### src/hdl/xml_entity_escape_codec_assert.svh
// Assertion macros for the entity codec. Empty when SYNTH is defined.
// Each macro expects clk and arst_n in the enclosing scope.
`ifndef XML_ENTITY_ESCAPE_CODEC_ASSERT_SVH
`define XML_ENTITY_ESCAPE_CODEC_ASSERT_SVH

`ifndef SYNTH
`define XEC_ASSERT_IMPLY(lbl, ante, cons) \
	lbl: assert property (@(posedge clk) disable iff (!arst_n) (ante) |-> (cons)) \
		else $error("xec: same-cycle check failed");
`define XEC_ASSERT_NEXT(lbl, ante, cons) \
	lbl: assert property (@(posedge clk) disable iff (!arst_n) (ante) |=> (cons)) \
		else $error("xec: next-cycle check failed");
`else
`define XEC_ASSERT_IMPLY(lbl, ante, cons)
`define XEC_ASSERT_NEXT(lbl, ante, cons)
`endif

`endif

### src/hdl/xec_pkg.sv
`default_nettype none

package xec_pkg;

	localparam int NumEnt    = 5;
	localparam int HeldDepth = 5;

	localparam logic [7:0] AmpChar  = "&";
	localparam logic [7:0] LtChar   = "<";
	localparam logic [7:0] GtChar   = ">";
	localparam logic [7:0] AposChar = "'";
	localparam logic [7:0] QuotChar = "\"";

	typedef enum logic [2:0] {
		ENT_LT,
		ENT_GT,
		ENT_AMP,
		ENT_APOS,
		ENT_QUOT
	} ent_idx_t;

	// microcode step addresses
	typedef enum logic [3:0] {
		U_FETCH,
		U_ESC_TEST,
		U_ESC_AMP,
		U_ESC_BODY,
		U_FINISH,
		U_ESC_BYTE,
		U_MATCH,
		U_FULL_TEST,
		U_ENT_CHAR,
		U_FLUSH_AMP,
		U_FLUSH_HELD,
		U_FRESH,
		U_FIN_TEST,
		U_FIN_AMP,
		U_FIN_HELD
	} upc_t;

	typedef enum logic [2:0] {
		OP_NOP,
		OP_FETCH,
		OP_ESC_LOOKUP,
		OP_MATCH,
		OP_CLOSE,
		OP_FRESH,
		OP_FINISH
	} op_t;

	typedef enum logic [2:0] {
		SRC_NONE,
		SRC_BYTE,
		SRC_AMP,
		SRC_BODY,
		SRC_HELD,
		SRC_ENT
	} src_t;

	typedef enum logic [3:0] {
		C_NEVER,
		C_ALWAYS,
		C_DISPATCH,
		C_NO_ESC,
		C_BODY_MORE,
		C_HELD_MORE,
		C_CNT_ZERO,
		C_PREFIX,
		C_NOT_FULL,
		C_NO_FLUSH
	} cond_t;

	// rpt: hold this step while true; jmp: go to target when true, else next step
	typedef struct packed {
		op_t   op;
		src_t  src;
		cond_t rpt;
		cond_t jmp;
		upc_t  target;
	} ucw_t;

	function automatic ucw_t ucode(input upc_t u);
		ucw_t w;
		w = '{op: OP_NOP, src: SRC_NONE, rpt: C_NEVER, jmp: C_ALWAYS, target: U_FETCH};
		case (u)
			U_FETCH:      w = '{OP_FETCH,      SRC_NONE, C_NEVER,     C_DISPATCH, U_FETCH};
			U_ESC_TEST:   w = '{OP_ESC_LOOKUP, SRC_NONE, C_NEVER,     C_NO_ESC,   U_ESC_BYTE};
			U_ESC_AMP:    w = '{OP_NOP,        SRC_AMP,  C_NEVER,     C_NEVER,    U_FETCH};
			U_ESC_BODY:   w = '{OP_NOP,        SRC_BODY, C_BODY_MORE, C_ALWAYS,   U_FINISH};
			U_FINISH:     w = '{OP_FINISH,     SRC_NONE, C_NEVER,     C_ALWAYS,   U_FETCH};
			U_ESC_BYTE:   w = '{OP_NOP,        SRC_BYTE, C_NEVER,     C_ALWAYS,   U_FINISH};
			U_MATCH:      w = '{OP_MATCH,      SRC_NONE, C_NEVER,     C_PREFIX,   U_FIN_TEST};
			U_FULL_TEST:  w = '{OP_NOP,        SRC_NONE, C_NEVER,     C_NOT_FULL, U_FLUSH_AMP};
			U_ENT_CHAR:   w = '{OP_CLOSE,      SRC_ENT,  C_NEVER,     C_ALWAYS,   U_FIN_TEST};
			U_FLUSH_AMP:  w = '{OP_NOP,        SRC_AMP,  C_NEVER,     C_CNT_ZERO, U_FRESH};
			U_FLUSH_HELD: w = '{OP_NOP,        SRC_HELD, C_HELD_MORE, C_NEVER,    U_FETCH};
			U_FRESH:      w = '{OP_FRESH,      SRC_BYTE, C_NEVER,     C_NEVER,    U_FETCH};
			U_FIN_TEST:   w = '{OP_NOP,        SRC_NONE, C_NEVER,     C_NO_FLUSH, U_FINISH};
			U_FIN_AMP:    w = '{OP_NOP,        SRC_AMP,  C_NEVER,     C_CNT_ZERO, U_FINISH};
			U_FIN_HELD:   w = '{OP_NOP,        SRC_HELD, C_HELD_MORE, C_ALWAYS,   U_FINISH};
			default:      w = '{OP_NOP,        SRC_NONE, C_NEVER,     C_ALWAYS,   U_FETCH};
		endcase
		return w;
	endfunction

	function automatic logic [7:0] ent_char(input ent_idx_t e);
		logic [7:0] c;
		case (e)
			ENT_LT:   c = LtChar;
			ENT_GT:   c = GtChar;
			ENT_AMP:  c = AmpChar;
			ENT_APOS: c = AposChar;
			ENT_QUOT: c = QuotChar;
			default:  c = AmpChar;
		endcase
		return c;
	endfunction

	function automatic logic [2:0] ent_len(input ent_idx_t e);
		logic [2:0] n;
		case (e)
			ENT_LT:   n = 3'd3;
			ENT_GT:   n = 3'd3;
			ENT_AMP:  n = 3'd4;
			ENT_APOS: n = 3'd5;
			ENT_QUOT: n = 3'd5;
			default:  n = 3'd3;
		endcase
		return n;
	endfunction

	// body text after the ampersand; zero past the end
	function automatic logic [7:0] ent_body(input ent_idx_t e, input logic [2:0] p);
		logic [7:0] c;
		c = 8'h00;
		case (e)
			ENT_LT: begin
				case (p)
					3'd0:    c = "l";
					3'd1:    c = "t";
					3'd2:    c = ";";
					default: c = 8'h00;
				endcase
			end
			ENT_GT: begin
				case (p)
					3'd0:    c = "g";
					3'd1:    c = "t";
					3'd2:    c = ";";
					default: c = 8'h00;
				endcase
			end
			ENT_AMP: begin
				case (p)
					3'd0:    c = "a";
					3'd1:    c = "m";
					3'd2:    c = "p";
					3'd3:    c = ";";
					default: c = 8'h00;
				endcase
			end
			ENT_APOS: begin
				case (p)
					3'd0:    c = "a";
					3'd1:    c = "p";
					3'd2:    c = "o";
					3'd3:    c = "s";
					3'd4:    c = ";";
					default: c = 8'h00;
				endcase
			end
			ENT_QUOT: begin
				case (p)
					3'd0:    c = "q";
					3'd1:    c = "u";
					3'd2:    c = "o";
					3'd3:    c = "t";
					3'd4:    c = ";";
					default: c = 8'h00;
				endcase
			end
			default: c = 8'h00;
		endcase
		return c;
	endfunction

endpackage

`default_nettype wire

### src/hdl/xml_entity_escape_codec.sv
// Channel   Dir  Handshake              Payload
// cfg       in   cfg_valid/cfg_ready    direction (0 escape, 1 unescape)
// char      in   char_valid/char_ready  data_byte[7:0], is_final
// res       out  res_valid/res_ready    out_byte[7:0], run_end, string_end
//
// One request at a time; the sequencer issues one control word per cycle unless a step
// stalls, and each step produces at most one result byte. Escape emits the byte or
// its entity. Unescape passes a byte, opens or extends an entity, closes a complete
// one, or flushes the ampersand and held bytes when a byte breaks it or the string ends.
// A full result register stalls the step that hands it a byte.
// Reset clears the sequencer, direction and entity state; held bytes need no clearing.
`default_nettype none
`include "xml_entity_escape_codec_assert.svh"

module xml_entity_escape_codec (
	input  logic       clk,
	input  logic       arst_n,
	input  logic       cfg_valid,
	output logic       cfg_ready,
	input  logic       direction,
	input  logic       char_valid,
	output logic       char_ready,
	input  logic [7:0] data_byte,
	input  logic       is_final,
	output logic       res_valid,
	input  logic       res_ready,
	output logic [7:0] out_byte,
	output logic       run_end,
	output logic       string_end
);
	import xec_pkg::*;

	// sequencer
	upc_t       upc_q;
	upc_t       upc_d;
	ucw_t       cw;

	// architectural state
	logic       dir_q;
	logic       open_q;
	logic [2:0] cnt_q;
	logic [7:0] held_q [HeldDepth];

	// datapath registers
	logic [7:0] b_q;
	logic       fin_q;
	ent_idx_t   ent_q;
	logic       full_q;
	logic [2:0] ptr_q;

	// one-deep pending byte: lets the last byte of a request carry run_end
	logic       pend_valid_q;
	logic [7:0] pend_q;

	// result register
	logic       res_valid_q;
	logic [7:0] res_byte_q;
	logic       run_end_q;
	logic       string_end_q;

	logic       cfg_acc;
	logic       char_acc;
	logic       esc_hit;
	ent_idx_t   esc_idx;
	logic       m_prefix;
	logic       m_full;
	ent_idx_t   m_idx;
	logic [7:0] emit_byte;
	logic       emit_en;
	logic       push;
	logic       res_free;
	logic       go;
	logic       rpt_hit;
	logic       jmp_hit;
	upc_t       jmp_target;

	assign cfg_ready  = (upc_q == U_FETCH);
	assign char_ready = (upc_q == U_FETCH) && !cfg_valid;
	assign cfg_acc    = cfg_valid && cfg_ready;
	assign char_acc   = char_valid && char_ready;

	assign res_valid  = res_valid_q;
	assign out_byte   = res_byte_q;
	assign run_end    = run_end_q;
	assign string_end = string_end_q;

	// escape-mode lookup of the current byte
	always_comb begin
		esc_hit = 1'b1;
		case (b_q)
			LtChar:   esc_idx = ENT_LT;
			GtChar:   esc_idx = ENT_GT;
			AmpChar:  esc_idx = ENT_AMP;
			AposChar: esc_idx = ENT_APOS;
			QuotChar: esc_idx = ENT_QUOT;
			default: begin
				esc_hit = 1'b0;
				esc_idx = ENT_LT;
			end
		endcase
	end

	// held bytes plus the new byte against every entity body
	always_comb begin
		logic       ok;
		logic [7:0] c;
		logic [2:0] len;
		m_prefix = 1'b0;
		m_full   = 1'b0;
		m_idx    = ENT_LT;
		for (int e = 0; e < NumEnt; e++) begin
			len = ent_len(ent_idx_t'(3'(e)));
			ok  = ((cnt_q + 3'd1) <= len);
			for (int i = 0; i < HeldDepth; i++) begin
				c = (3'(i) < cnt_q) ? held_q[i] : b_q;
				if (3'(i) <= cnt_q && c != ent_body(ent_idx_t'(3'(e)), 3'(i))) begin
					ok = 1'b0;
				end
			end
			if (ok && (cnt_q + 3'd1) == len) begin
				m_full = 1'b1;
				m_idx  = ent_idx_t'(3'(e));
			end else if (ok) begin
				m_prefix = 1'b1;
			end
		end
	end

	// control word decode, stall and next step
	always_comb begin
		cw = ucode(upc_q);

		case (cw.src)
			SRC_BYTE: emit_byte = b_q;
			SRC_AMP:  emit_byte = AmpChar;
			SRC_BODY: emit_byte = ent_body(ent_q, ptr_q);
			SRC_HELD: emit_byte = held_q[ptr_q];
			SRC_ENT:  emit_byte = ent_char(ent_q);
			default:  emit_byte = 8'h00;
		endcase

		// a fresh ampersand opens an entity instead of printing
		emit_en  = (cw.src != SRC_NONE) && !(cw.op == OP_FRESH && b_q == AmpChar);
		push     = pend_valid_q && (emit_en || cw.op == OP_FINISH);
		res_free = !res_valid_q || res_ready;
		go       = (cw.op == OP_FETCH) ? char_acc : (!push || res_free);

		case (cw.rpt)
			C_BODY_MORE: rpt_hit = (ptr_q != ent_len(ent_q) - 3'd1);
			C_HELD_MORE: rpt_hit = ((ptr_q + 3'd1) != cnt_q);
			default:     rpt_hit = 1'b0;
		endcase

		jmp_target = cw.target;
		case (cw.jmp)
			C_ALWAYS:    jmp_hit = 1'b1;
			C_DISPATCH: begin
				jmp_hit = 1'b1;
				if (!dir_q) begin
					jmp_target = U_ESC_TEST;
				end else if (open_q) begin
					jmp_target = U_MATCH;
				end else begin
					jmp_target = U_FRESH;
				end
			end
			C_NO_ESC:    jmp_hit = !esc_hit;
			C_CNT_ZERO:  jmp_hit = (cnt_q == 3'd0);
			C_PREFIX:    jmp_hit = m_prefix;
			C_NOT_FULL:  jmp_hit = !full_q;
			C_NO_FLUSH:  jmp_hit = !(fin_q && open_q);
			default:     jmp_hit = 1'b0;
		endcase

		if (!go || rpt_hit) begin
			upc_d = upc_q;
		end else if (jmp_hit) begin
			upc_d = jmp_target;
		end else begin
			upc_d = upc_t'(4'(upc_q + 4'd1));
		end
	end

	always_ff @(posedge clk or negedge arst_n) begin
		if (!arst_n) begin
			upc_q <= U_FETCH;
		end else begin
			upc_q <= upc_d;
		end
	end

	// control state
	always_ff @(posedge clk or negedge arst_n) begin
		if (!arst_n) begin
			dir_q        <= 1'b0;
			open_q       <= 1'b0;
			cnt_q        <= 3'd0;
			pend_valid_q <= 1'b0;
			res_valid_q  <= 1'b0;
		end else begin
			if (cfg_acc) begin
				// new direction drops any half-read entity
				dir_q  <= direction;
				open_q <= 1'b0;
				cnt_q  <= 3'd0;
			end else if (go) begin
				case (cw.op)
					OP_MATCH: begin
						if (m_prefix) begin
							cnt_q <= cnt_q + 3'd1;
						end
					end
					OP_CLOSE: begin
						open_q <= 1'b0;
						cnt_q  <= 3'd0;
					end
					OP_FRESH: begin
						open_q <= (b_q == AmpChar);
						cnt_q  <= 3'd0;
					end
					OP_FINISH: begin
						if (fin_q) begin
							open_q <= 1'b0;
							cnt_q  <= 3'd0;
						end
					end
					default: ;
				endcase
			end

			if (go && emit_en) begin
				pend_valid_q <= 1'b1;
			end else if (go && cw.op == OP_FINISH) begin
				pend_valid_q <= 1'b0;
			end

			if (go && push) begin
				res_valid_q <= 1'b1;
			end else if (res_ready) begin
				res_valid_q <= 1'b0;
			end
		end
	end

	// payload
	always_ff @(posedge clk) begin
		if (char_acc) begin
			b_q   <= data_byte;
			fin_q <= is_final;
		end
		if (go) begin
			if (cw.op == OP_ESC_LOOKUP) begin
				ent_q <= esc_idx;
			end
			if (cw.op == OP_MATCH) begin
				ent_q  <= m_idx;
				full_q <= m_full;
				if (m_prefix) begin
					held_q[cnt_q] <= b_q;
				end
			end
			if (cw.src == SRC_AMP) begin
				ptr_q <= 3'd0;
			end else if (cw.src == SRC_BODY || cw.src == SRC_HELD) begin
				ptr_q <= ptr_q + 3'd1;
			end
			if (emit_en) begin
				pend_q <= emit_byte;
			end
			if (push) begin
				res_byte_q   <= pend_q;
				run_end_q    <= (cw.op == OP_FINISH);
				string_end_q <= (cw.op == OP_FINISH) && fin_q;
			end
		end
	end

	// a new request only starts once the previous one has drained its pending byte
	`XEC_ASSERT_IMPLY(a_idle_no_pending, char_ready, !pend_valid_q)
	// with no ampersand open nothing may be held
	`XEC_ASSERT_IMPLY(a_closed_nothing_held, !open_q, cnt_q == 3'd0)
	// an accepted request always moves the sequencer off the fetch step
	`XEC_ASSERT_NEXT(a_accept_starts_program, char_valid && char_ready, upc_q != U_FETCH)

endmodule

`default_nettype wire
### config.mk
export PLATFORM = sky130hd
export DESIGN_NAME = xml_entity_escape_codec
export DESIGN_NICKNAME = d
export VERILOG_FILES = /design/src/hdl/xec_pkg.sv /design/src/hdl/xml_entity_escape_codec.sv
export VERILOG_INCLUDE_DIRS = /design/src /design/src/hdl
export SDC_FILE = /design/constraint.sdc
export NUM_CORES = 1
export LEC_CHECK = 0
export BUFFER_PORTS_ARGS = -buffer_cell sky130_fd_sc_hd__buf_2
export CELL_PAD_IN_SITES_DETAIL_PLACEMENT = 1
export CELL_PAD_IN_SITES_GLOBAL_PLACEMENT = 1
export CORE_ASPECT_RATIO = 1.1
export CORE_MARGIN = 2
export CORE_UTILIZATION = 50
export CTS_CLUSTER_SIZE = 14
export DETAILED_ROUTE_END_ITERATION = 6
export GPL_TIMING_DRIVEN = 0
export PLACE_DENSITY = 0.83
export SLEW_MARGIN = 10
export SYNTH_ARGS = -nofsm -noshare
export SYNTH_HDL_FRONTEND = slang
export SYNTH_SLANG_ARGS = --single-unit
### constraint.sdc
create_clock -name clk -period 4.8 [get_ports clk]
set_input_delay 0.24 -clock clk [delete_from_list [all_inputs] [get_ports clk]]
set_output_delay 0.24 -clock clk [all_outputs]
set_load 0.005 [all_outputs]
# Word level (Yosys, flattened, before mapping)
# Memory sizes are Yosys's and may differ from the RTL's. A register that Yosys moved wholly into a read port is not among the register bits.
# Cells that the tools add are included.
[totals]
ff_bits = 45
ram_bits = 40
mem_bits_ro = 256
input_bits = 15
output_inout_bits = 13
wordCells = 247
mem_count = 2
[memory_table]
columns = ["memory", "depth", "width", "rd", "rd_ports_with_merged_regs", "wr", "line", "text"]
rows = [
  ["(name not given)", 16, 16, 1, 0, 0, "xec_pkg.sv:85", "case (u)"],
  ["held_q", 5, 8, 6, 1, 1, "xml_entity_escape_codec.sv:42", "logic [7:0] held_q [HeldDepth];"],
]
[op_classes]
addsub = 4
order_cmp = 13
eq_ne = 55
muxes = 86
reduce_logical = 72
[ops]
columns = ["op", "count"]
rows = [
  ["8-bit by 7-bit inequality test with 1-bit output (second input constant)", 12],
  ["8-bit case mux with 5 select lines", 2],
  ["7-bit case mux with 5 select lines", 2],
  ["1-bit 2-to-1 mux", 50],
  ["7-bit case mux with 3 select lines", 2],
  ["8-bit by 6-bit == test with 1-bit output (second input constant)", 5],
  ["8-bit 2-to-1 mux", 5],
  ["3-bit 2-to-1 mux", 13],
  ["1-bit logical AND", 33],
  ["7-bit case mux with 4 select lines", 1],
  ["3-bit by 2-bit == test with 1-bit output (second input constant)", 9],
  ["3-bit == test (second input constant)", 9],
  ["8-bit by 6-bit inequality test with 1-bit output (second input constant)", 3],
  ["5-bit case mux with 4 select lines", 1],
  ["4-bit by 3-bit == test with 1-bit output (second input constant)", 4],
  ["4-bit 2-to-1 mux", 4],
  ["8-bit nonzero test", 2],
  ["3-bit by 1-bit == test with 1-bit output (second input constant)", 4],
  ["3-bit case mux with 4 select lines", 1],
  ["2-bit AND reduction", 5],
  ["2-bit nonzero test", 5],
  ["3-bit logical NOT", 3],
  ["3-bit case mux with 3 select lines", 1],
  ["4-bit by 2-bit == test with 1-bit output (second input constant)", 2],
  ["other kinds (29)", 52],
]

# Longest topological paths before layout
# Gate-level depths: netlist of run 1.
[depth]
word_depth = 23
depth_mapped = 13
depth_no_buf = 10

# Worst setup path after synthesis of run 1
# Ideal clock, no wire load.
[synth_timing]
path_type = "flip-flop to flip-flop"
from = "register upc_q[1]"
to = "memory held_q[4][0], enable pin"
setup_ns = 0.395
arrival_ns = 3.123
t_required_ns = 4.405
setup_slack_ns = 1.283
stages_incl_launch_ff = 10
path_buffers = 1
synth_period_minus_slack_ns = 3.517
cell_sequence = "dfrtp_1 inv_1 ha_1 or2_1 a2bb2o_4 or4b_4 a21boi_2 o41ai_2 buf_2 nor4_1"
[synth_via]
elab_chain_cells = 12
word_cells_on_any_way = 20
cone_classes = "eq/ne (4); mux (4); reduce/logical (11); memory (1)"
[synth_rtl]
columns = ["item", "line", "text"]
rows = [
  ["start: declaration", "xml_entity_escape_codec.sv:34", "upc_t upc_q;"],
  ["start signal: assignment", "xml_entity_escape_codec.sv:188", "upc_q <= upc_d;"],
  ["memory 16 x 16 bit", "-", ""],
  ["3-bit == test", "xml_entity_escape_codec.sv:143", "emit_en = (cw.src != SRC_NONE) && !(cw.op == OP_FRESH && b_q == AmpChar);"],
  ["1-bit logical AND", "xml_entity_escape_codec.sv:143", ""],
  ["1-bit logical NOT", "xml_entity_escape_codec.sv:143", ""],
  ["1-bit logical AND", "xml_entity_escape_codec.sv:143", ""],
  ["1-bit logical OR", "xml_entity_escape_codec.sv:144", "push = pend_valid_q && (emit_en || cw.op == OP_FINISH);"],
  ["1-bit logical AND", "xml_entity_escape_codec.sv:144", ""],
  ["1-bit logical NOT", "xml_entity_escape_codec.sv:146", "go = (cw.op == OP_FETCH) ? char_acc : (!push || res_free);"],
  ["1-bit logical OR", "xml_entity_escape_codec.sv:146", ""],
  ["1-bit 2-to-1 mux", "xml_entity_escape_codec.sv:146", ""],
  ["1-bit 2-to-1 mux (*)", "xml_entity_escape_codec.sv:251", "if (go) begin"],
  ["1-bit 2-to-1 mux (not written as such) (*)", "xml_entity_escape_codec.sv:259", "held_q[cnt_q] <= b_q;"],
  ["end: declaration", "xml_entity_escape_codec.sv:42", ""],
]
# Every way passes the cells marked *; elsewhere a longest branch is shown, timed or not.

# Final worst setup path of run 1
[layout_timing]
from = "register b_q[1]"
to = "memory held_q[0][7], enable pin"
[layout_via]
elab_chain_cells = 22
word_cells_on_any_way = 92
cone_classes = "eq/ne (16); mux (45); reduce/logical (31)"
[layout_rtl]
columns = ["item", "line", "text"]
rows = [
  ["start: declaration", "xml_entity_escape_codec.sv:45", "logic [7:0] b_q;"],
  ["start signal: assignment", "xml_entity_escape_codec.sv:248", "b_q <= data_byte;"],
  ["8-bit 2-to-1 mux", "xml_entity_escape_codec.sv:115", "c = (3'(i) < cnt_q) ? held_q[i] : b_q;"],
  ["8-bit by 7-bit inequality test with 1-bit output", "xml_entity_escape_codec.sv:116", "if (3'(i) <= cnt_q && c != ent_body(ent_idx_t'(3'(e)), 3'(i))) begin"],
  ["1-bit logical AND", "xml_entity_escape_codec.sv:116", ""],
  ["1-bit 2-to-1 mux (5 in series)", "xml_entity_escape_codec.sv:116", ""],
  ["1-bit 2-to-1 mux / 1-bit logical AND (equally long branches)", "xml_entity_escape_codec.sv:123, xml_entity_escape_codec.sv:120", ""],
  ["1-bit 2-to-1 mux", "xml_entity_escape_codec.sv:120", "if (ok && (cnt_q + 3'd1) == len) begin"],
  ["1-bit 2-to-1 mux", "xml_entity_escape_codec.sv:123", "end else if (ok) begin"],
  ["1-bit 2-to-1 mux", "xml_entity_escape_codec.sv:120", ""],
  ["(+2 left out)", "-", ""],
  ["1-bit 2-to-1 mux", "xml_entity_escape_codec.sv:123", ""],
  ["1-bit 2-to-1 mux", "xml_entity_escape_codec.sv:120", ""],
  ["1-bit 2-to-1 mux", "xml_entity_escape_codec.sv:123", ""],
  ["1-bit 2-to-1 mux", "xml_entity_escape_codec.sv:120", ""],
  ["1-bit 2-to-1 mux", "xml_entity_escape_codec.sv:258", "if (m_prefix) begin"],
  ["1-bit 2-to-1 mux", "xml_entity_escape_codec.sv:255", "if (cw.op == OP_MATCH) begin"],
  ["1-bit 2-to-1 mux (*)", "xml_entity_escape_codec.sv:251", ""],
  ["1-bit 2-to-1 mux (not written as such) (*)", "xml_entity_escape_codec.sv:259", ""],
]
# Marks and branches as above.

==> reports/results.ini, run 1 <==
[place]
dp_hpwl_mm=14.17
globalplace.congestion=0.9535
io_buffers=27
place_area_mm2=0.006877

[drt]
routed_wl_mm=19.26
wl_met3_um=876
drt_iter0_drc=521
highest_layer=met4
vias=5235
drt_pass1_iterations=7
wl_per_cell_um=24.76
wl_met1_mm=7.540
met2_length_mm=10.04
ant_nets=0
route.detailed.drc=3
vias_per_cell=6.729

[synth]
syn_inst=576
async_flop_share=0.09821
ys_ff_latch=112
ys_seq_area_frac=0.5019
avgSynthCellArea_um2=11.34
syn_area_mm2=0.006531
synth_cell_type_count=82
syn_nets=608
synth-edff-count=98
ys.flop_type=edfxtp_1
yosys_warnings=0

[timing]
tightest_slew_ps=1234
finalCritPeriodShare=0.9046
period_minus_slack_ps=4342
fin_worst_skew_ps=11.22
hold_viol=0
max_freq_mhz=230.3
finalSetupViolCount=0
rsz0062_at_grt=no
relSlewSlack=0.1708
maxSlewViolCount=0
finalSetupTns_ps=0

[critical_path]
path_cells=clkbuf_1, nor4_1, a21oi_1, o221ai_1, o2111a_1, a2bb2o_1, o21ai_1, nor3_1
worstSetupEndpointType=flip-flop
required_ps=4790
slowest_stage=nor3_1
critPathLaunchType=flip-flop
critPathMaxFanout=10
rr_endpoint=held_q[0][7]$_DFFE_PP_
cpPeakStageDelay_ps=1000
r2r_setup_slack_ps=460
reg2reg_depth=8
reg2reg_from=b_q[1]$_DFFE_PP_
crit_type=flip-flop to flip-flop
arrival_ps=4330

[run]
maxCapViolations=0

[outcome]
status=complete, but fails checks
violations=DRC

[die]
initial_utilization=0.5144
fp.dieArea_mm2=0.01399
die_w_um=113.0
pin_count=28
rows=43
die_y_um=123.9
core_mm2=0.01270

[layout]
drive_above_1_share=0.1546
antenna_cells=0
final_nets=648
synthToLayoutAreaGrowth_pct=9.904
final_area_mm2=0.007178

[global_routing]
grt_pass1_vias=5448
grt_use_total=0.2871
grt_pass1_wl_mm=30.07
overflow=0
antenna_found_initial=0
grt_max_degree=22

[cts]
cts_made_buffers=9
cts.path.max_buffers=2
root_buffer=clkbuf_16
cts-htree-levels=3
post_cts_buffers=0
clkSlewWorstSetupHoldPaths_ps=80
cts_sinks=112
clk_latency_ps=370
tritoncts=built

[hold_path]
hold_depth=1
min_to=b_q[5]$_DFFE_PP_
worstHoldStart=data_byte[5]
min_path_type=input port to flip-flop

[pwr]
p_leak_nw=2.552
worst_ir_drop_vdd_v=0.0004111
power_density_mw_per_mm2=633.6

## cells by family after synthesis
group | count (synthesis) | synth area share
muxes | 42 | 0.09694
AOI/OAI and AO/OA | 137 | 0.1450
buffers and inverters | 50 | 0.03295
DFF | 112 | 0.5019
xor gates and xnor gates | 5 | 0.006706
and+or+nand+nor | 213 | 0.1839
adders and majority gates | 17 | 0.03257
## stage by stage
stage | util | setup WS, ps | cells | hold WS [ps] | total power [mW]
final | 0.5653 | 458.0 | 778 | 42.42 | 4.548
after global routing | 0.5653 | 375.4 | 778 | 34.08 | 4.810
after CTS | 0.5653 | 585.8 | 778 | 36.45 | 4.532
after detailed placement | 0.5416 | 588.1 | 761 | 136.1 | 3.757
after global placement | 0.5405 | 130.1 | 760 | 130.3 | 3.648
after floorplan | - | 1283 | 576 | -55.59 | 3.090
## state kept, by name, summed over array words and instances, names as in the netlist, named ones only
register and cells:
held_q 64, b_q 8, out_byte 8, pend_q 8, upc_q 4, cnt_q 3, ent_q 3, ptr_q 3
dir_q 1, fin_q 1, full_q 1, open_q 1, pend_valid_q 1, res_valid 1, run_end 1, string_end 1
## cells in the mapped netlist, types with 4 or more instances
cell type | number | area [µm²]
a211oi_1 | 7 | 52.55
a221o_1 | 4 | 40.04
nand2b_1 | 9 | 56.30
a21o_1 | 4 | 30.03
mux4_2 | 16 | 360.4
o22ai_1 | 11 | 68.82
or3_1 | 6 | 37.54
o21ai_0 | 31 | 155.2
nor4bb_1 | 6 | 60.06
inv_1 | 17 | 63.81
clkbuf_1 | 17 | 63.81
a21oi_1 | 25 | 125.1
and3_1 | 4 | 25.02
nor4_1 | 7 | 43.79
nor2b_1 | 8 | 50.05
nor2_1 | 42 | 157.7
mux2_2 | 9 | 101.4
mux2i_1 | 16 | 160.2
nor3_1 | 15 | 75.07
ha_1 | 17 | 212.7
o211ai_1 | 4 | 30.03
buf_2 | 10 | 50.05
o31ai_1 | 5 | 37.54
nand3b_1 | 5 | 37.54
nand3_1 | 23 | 115.1
and2_1 | 8 | 50.05
edfxtp_1 | 98 | 2943
a31oi_1 | 6 | 37.54
nand4_1 | 7 | 43.79
nand2_1 | 41 | 153.9
and4_1 | 6 | 52.55
dfrtp_1 | 11 | 275.3
## critical path, delay by kind of cell (launching register included)
family	cells	cell delay [ps]
simple gates	2	1800
flops	1	600
buf+inv	1	340
compound gates	5	1210
## timing repair
item | CTS | global route
hold endpoints to repair | 11 | 0
resized for setup | 0 | 0
hold buffers | 1 | 0
## cells in the final DEF, fill, tap and decap left out, drive strengths merged, types with 4 or more instances in the layout
cell and instances:
edfxtp 98, nor2 43, buf 43, nand2 41, o21ai 33, clkbuf 26
a21oi 25, nand3 23, inv 23, ha 17, mux2i 16, mux4 16
nor3 15, o22ai 11, dfrtp 11, mux2 10, nand2b 9, and2 8
nor2b 8, nand4 7, a211oi 7, nor4 7, or3 6, nor4bb 6
a31oi 6, and4 6, nand3b 5, o31ai 5, or3b 5, a21o 4
and3 4, a221o 4, o211ai 4, nor4b 4, a21boi 4, or2 4
## power by group
part	switching [mW]	internal, mW	total, mW
clock network	0.395	0.368	0.764
registers	0.149	1.35	1.50
logic	1.43	0.864	2.29
## worst max path at each step
stage | slack [ps] | from | to
final | 460 | b_q[1]$_DFFE_PP_ | held_q[0][7]$_DFFE_PP_
after global routing | 380 | b_q[1]$_DFFE_PP_ | held_q[0][1]$_DFFE_PP_
after CTS | 590 | b_q[1]$_DFFE_PP_ | held_q[0][1]$_DFFE_PP_
after detailed placement | 590 | b_q[1]$_DFFE_PP_ | held_q[0][6]$_DFFE_PP_
after global placement | 130 | b_q[1]$_DFFE_PP_ | held_q[4][7]$_DFFE_PP_
after floorplan | 1280 | upc_q[1]$_DFFE_PN0N_ | held_q[4][0]$_DFFE_PP_
## area by class of cell
| type | instances | area (µm²) |
|---|---|---|
| Clock buffer | 9 | 225.2 |
| Sequential cell | 112 | 3278 |
| Fill cell | 1365 | 5519 |
| Tap cell | 157 | 196.4 |
| Inverter | 18 | 67.56 |
| Clock inverter | 7 | 66.31 |
| Timing Repair Buffer | 29 | 152.6 |
| Buffer | 32 | 147.6 |
| Multi-Input combinational cell | 414 | 3044 |
## routing by layer
layer	vias to the layer above	global-route usage
met4	0	0.1395
met2	201	0.5264
met1	2635	0.3251
met5	-	0
met3	69	0.05207
li1	2330	-
No activity file was read; power rests on OpenSTA's default activity.
==> run 2, diff against run 1 <==
--- a/config.mk
+++ b/config.mk
@@ -15,6 +15,7 @@
 export CTS_CLUSTER_SIZE = 14
 export DETAILED_ROUTE_END_ITERATION = 6
 export GPL_TIMING_DRIVEN = 0
+export MAX_ROUTING_LAYER = met4
 export PLACE_DENSITY = 0.83
 export SLEW_MARGIN = 10
 export SYNTH_ARGS = -nofsm -noshare
==> run 2 against run 1 <==
  * The run still ends with DRC left
  * Non-clock buffer count unchanged
  * Fmax up 1.8%
  * Clock skew about the same
  * Count of clock-buffer cells in the layout unchanged
  * Core utilization up 0.23 points
  * Wire length down 0.35%
  * Combinational power about the same
  * Sequential share of layout area down 0.18 points
  * Flip-flop and latch count unchanged
==> reports/results.ini, run 2 (synthesized netlist as in run 1, its figures left out) <==
[global_routing]
grt_max_degree=25
overflow=0
grt_use_total=0.2901
grt_pass1_wl_mm=29.67
grt_pass1_vias=5332
antenna_found_initial=0

[timing]
finalSetupViolCount=0
period_minus_slack_ps=4264
finalSetupTns_ps=0
fin_worst_skew_ps=11.53
tightest_slew_ps=1127
rsz0062_at_grt=no
hold_viol=0
finalCritPeriodShare=0.8883
maxSlewViolCount=0
max_freq_mhz=234.5
relSlewSlack=0.2430

[pwr]
p_leak_nw=2.566
finalPower_mw=4.576
worst_ir_drop_vdd_v=0.0002504
power_density_mw_per_mm2=634.9

[layout]
largest_reg_flops=64
multi_input_area_mm2=0.003044
drive_above_1_share=0.1562
final_common_cell=edfxtp_1
final_nets=648
antenna_cells=0
synthToLayoutAreaGrowth_pct=10.34
regArea_mm2=0.003278
top_register=held_q
layout_common_cells=98 x edfxtp_1, 42 x nor2_1, 41 x nand2_1
nFillCells=1345

[critical_path]
arrival_ps=4250
crit_type=flip-flop to flip-flop
cpLargestDelayFamily=simple AND/OR/NAND/NOR gates
worstSetupEndpointType=flip-flop
critPathMaxFanout=10
required_ps=4780
cpPeakStageDelay_ps=930
path_cells=clkbuf_1, nor4_1, a21oi_1, o221ai_1, o2111a_1, a2bb2o_1, o21ai_1, nor3_1
critPathLaunchType=flip-flop
slowest_stage=nor3_1
path_buf_inv=1

[place]
globalplace.congestion=0.9554
io_buffers=27
dp_hpwl_mm=14.69

[cts]
clk_latency_ps=370
cts_sinks=112
cts.path.max_buffers=2
clkSlewWorstSetupHoldPaths_ps=90
ctsResizeCount=0
post_cts_buffers=0
cts-htree-levels=3
hold_buffers=1
cts_made_buffers=9
root_buffer=clkbuf_16
tritoncts=built

[die]
die_w_um=113.0
die_y_um=123.9
core_mm2=0.01270
initial_utilization=0.5144
pin_count=28
fp.dieArea_mm2=0.01399
rows=43

[drt]
routed_wl_mm=19.20
ant_nets=0
drt_iter0_drc=490
vias_per_cell=6.618
drt_pass1_iterations=7
route.detailed.drc=3
wl_per_cell_um=24.67
vias=5149

[hold_path]
min_path_type=input port to flip-flop

[outcome]
status=complete, but fails checks
violations=DRC

[run]
maxCapViolations=0

-- run 2: metal layers --
layer	vias to the layer above	part of all wire	routed length, µm	global-route usage
li1	2330	-	-	-
met5	-	0	0	-
met2	188	0.53	10140	0.5279
met3	53	0.037	713	0.03163
met1	2578	0.40	7643	0.3266
met4	0	0.036	699	0.1273
-- run 2: area by class of cell --
type / count / area share
plain buffers: 32 / 0.02049
clock buffers: 9 / 0.03125
clock inverters: 7 / 0.01319
inverters: 18 / 0.009375
multi-input cells: 414 / 0.4224
flip-flops and latches: 112 / 0.4549
well taps: 157 / 0.02726
repair buffers: 29 / 0.02118
-- run 2: power by group --
part / switching (mW) / internal, mW / leakage, nW
sequential: 0.148 / 1.35 / 1.06
clock: 0.421 / 0.387 / 0.158
combinational: 1.41 / 0.863 / 1.35
-- run 2: per-stage QoR --
stage | std cells | setup WS (ps) | cell area [µm²] | util | hold slack, ps
floorplan | 576 | 1283 | 6531 | - | -55.59
global placement | 760 | 106.2 | 6863 | 0.5405 | 131.8
detailed placement | 761 | 638.9 | 6877 | 0.5416 | 136.2
CTS | 778 | 623.5 | 7207 | 0.5676 | 39.87
global route | 778 | 401.7 | 7207 | 0.5676 | 45.03
finish | 778 | 536.0 | 7207 | 0.5676 | 41.67
-- run 2: path summary, 6_finish.rpt --
| kind | end | slack [ps] | start | cells after the start |
|---|---|---|---|---|
| worst max register to register | held_q[0][5]$_DFFE_PP_ | 540 | b_q[1]$_DFFE_PP_ | 8 |
| worst min register to register | out_byte[0]$_DFFE_PP_ | 430 | pend_q[0]$_DFFE_PP_ | 0 |
| worst min-delay path | fin_q$_DFFE_PP_ | 40 | is_final | 1 |
| min in group asynchronous | cnt_q[2]$_DFFE_PN0P_ | 300 | arst_n | 2 |
| worst max-delay path | held_q[0][5]$_DFFE_PP_ | 540 | b_q[1]$_DFFE_PP_ | 8 |
| max in group asynchronous | pend_valid_q$_DFFE_PN0P_ | 4270 | arst_n | 2 |
==> run 3, diff against run 2 <==
--- a/config.mk
+++ b/config.mk
@@ -6,14 +6,14 @@
 export SDC_FILE = /design/constraint.sdc
 export NUM_CORES = 1
 export LEC_CHECK = 0
-export BUFFER_PORTS_ARGS = -buffer_cell sky130_fd_sc_hd__buf_2
 export CELL_PAD_IN_SITES_DETAIL_PLACEMENT = 1
 export CELL_PAD_IN_SITES_GLOBAL_PLACEMENT = 1
 export CORE_ASPECT_RATIO = 1.1
 export CORE_MARGIN = 2
-export CORE_UTILIZATION = 50
+export CORE_UTILIZATION = 52
 export CTS_CLUSTER_SIZE = 14
 export DETAILED_ROUTE_END_ITERATION = 6
+export DONT_BUFFER_PORTS = 1
 export GPL_TIMING_DRIVEN = 0
 export MAX_ROUTING_LAYER = met4
 export PLACE_DENSITY = 0.83
==> run 3 against run 2 <==
  * The flow now finishes without violations
  * Final area fell by 0.89%
  * Flip-flop and latch count did not move
  * Combinational power barely moved
  * Sequential power barely moved
  * Register-to-register slack got worse by 70 ps
  * Wire length rose by 1.7%
  * Hold slack got worse by 20 ps
  * Sequential share of layout area rose by 0.41 points
  * Critical path depth did not move
  * Critical endpoint is now held_q[0][4]$_DFFE_PP_
==> reports/results.ini, run 3 (synthesized netlist as in run 1, its figures left out) <==
[die]
die_y_um=121.5
initial_utilization=0.5380
rows=42
core_mm2=0.01214
fp.dieArea_mm2=0.01347
pin_count=28
die_w_um=110.9

[global_routing]
grt_pass1_wl_mm=30.56
grt_use_total=0.3075
overflow=0
antenna_found_initial=0
grt_pass1_vias=5480
grt_max_degree=23

[drt]
routed_wl_mm=19.51
ant_nets=0
vias=5126
drt_iter0_drc=405
route.detailed.drc=0
vias_per_cell=6.771
wl_per_cell_um=25.78
drt_pass1_iterations=5

[critical_path]
worstSetupEndpointType=flip-flop
arrival_ps=4310
reg2reg_from=b_q[1]$_DFFE_PP_
required_ps=4770
rr_endpoint=held_q[0][4]$_DFFE_PP_
critPathMaxFanout=10
crit_type=flip-flop to flip-flop
critPathLaunchType=flip-flop
reg2reg_depth=8
r2r_setup_slack_ps=460

[cts]
cts.path.max_buffers=2
cts-htree-levels=3
clkSlewWorstSetupHoldPaths_ps=80
post_cts_buffers=0
root_buffer=clkbuf_16
ctsResizeCount=0
cts_sinks=112
clk_latency_ps=370
tritoncts=built
hold_buffers=10
cts_made_buffers=9

[timing]
finalSetupViolCount=0
hold_viol=0
finalCritPeriodShare=0.9036
finalSetupTns_ps=0
period_minus_slack_ps=4337
tightest_slew_ps=1200
max_freq_mhz=230.6
fin_worst_skew_ps=13.95
relSlewSlack=0.1939
rsz0062_at_grt=no
maxSlewViolCount=0

[layout]
antenna_cells=0
largest_reg_flops=64
drive_above_1_share=0.1161
layout_common_cells=98 x edfxtp_1, 42 x nor2_1, 41 x nand2_1
final_common_cell=edfxtp_1
final_nets=630
synthToLayoutAreaGrowth_pct=9.368
top_register=held_q

[place]
io_buffers=0
dp_hpwl_mm=14.70
globalplace.congestion=0.9388

[hold_path]
min_path_type=input port to flip-flop
hold_depth=1
min_to=dir_q$_DFFE_PN0P_
worstHoldStart=direction

[pwr]
finalPower_mw=4.532
p_leak_nw=2.482
power_density_mw_per_mm2=634.4
worst_ir_drop_vdd_v=0.0003795

[outcome]
status=finished, final reports clean

[run]
maxCapViolations=0

run 3: worst max-delay path by stage:
stage,start,to,slack [ps],depth (start not counted)
2_1_floorplan,upc_q[1]$_DFFE_PN0N_,held_q[4][0]$_DFFE_PP_,1280,9
3_3_place_gp,b_q[1]$_DFFE_PP_,held_q[4][5]$_DFFE_PP_,210,8
3_5_place_dp,b_q[0]$_DFFE_PP_,held_q[0][4]$_DFFE_PP_,620,8
4_1_cts,b_q[0]$_DFFE_PP_,held_q[0][4]$_DFFE_PP_,600,8
5_1_grt,b_q[0]$_DFFE_PP_,held_q[0][4]$_DFFE_PP_,380,8
6_report,b_q[1]$_DFFE_PP_,held_q[0][4]$_DFFE_PP_,460,8
run 3: critical path, stage by stage (launching register included):
cell,delay (ps)
edfxtp_1,590
clkbuf_1,340
nor4_1,830
a21oi_1,130
o221ai_1,400
o2111a_1,250
a2bb2o_1,210
o21ai_1,210
nor3_1,970
run 3: metrics by stage:
step / setup slack, ps / hold slack, ps / instances / instance area, µm² / util
after floorplan: 1283 / -55.59 / 576 / 6531 / -
after global placement: 207.6 / -55.36 / 730 / 6724 / 0.5539
after detailed placement: 620.6 / -55.42 / 731 / 6738 / 0.5550
after CTS: 601.5 / 17.32 / 757 / 7143 / 0.5884
after global routing: 381.8 / 19.00 / 757 / 7143 / 0.5884
final: 462.6 / 21.84 / 757 / 7143 / 0.5884
run 3: per-layer routing:
layer  vias to the layer above  GRT usage  routed length, µm
met1                      2605     0.3459               7626
met2                       178     0.5487              10430
met4                         0     0.1289                661
li1                       2289          -                  -
met5                         -          -                  0
met3                        54    0.05075                800
run 3: report_power, final:
group	internal (mW)	total [mW]	leakage, nW	switching [mW]
logic	0.828	2.25	1.27	1.43
clock network	0.373	0.775	0.146	0.402
registers	1.35	1.50	1.06	0.155
total	2.55	4.53	2.48	1.98
run 3: final cells by class:
type / count / area (µm²)
well taps: 154 / 192.7
clock inverters: 7 / 80.08
inverters: 18 / 67.56
multi-input cells: 414 / 3044
fillers: 1243 / 4996
plain buffers: 32 / 147.6
flip-flops and latches: 112 / 3278
repair buffers: 11 / 107.6
clock buffers: 9 / 225.2
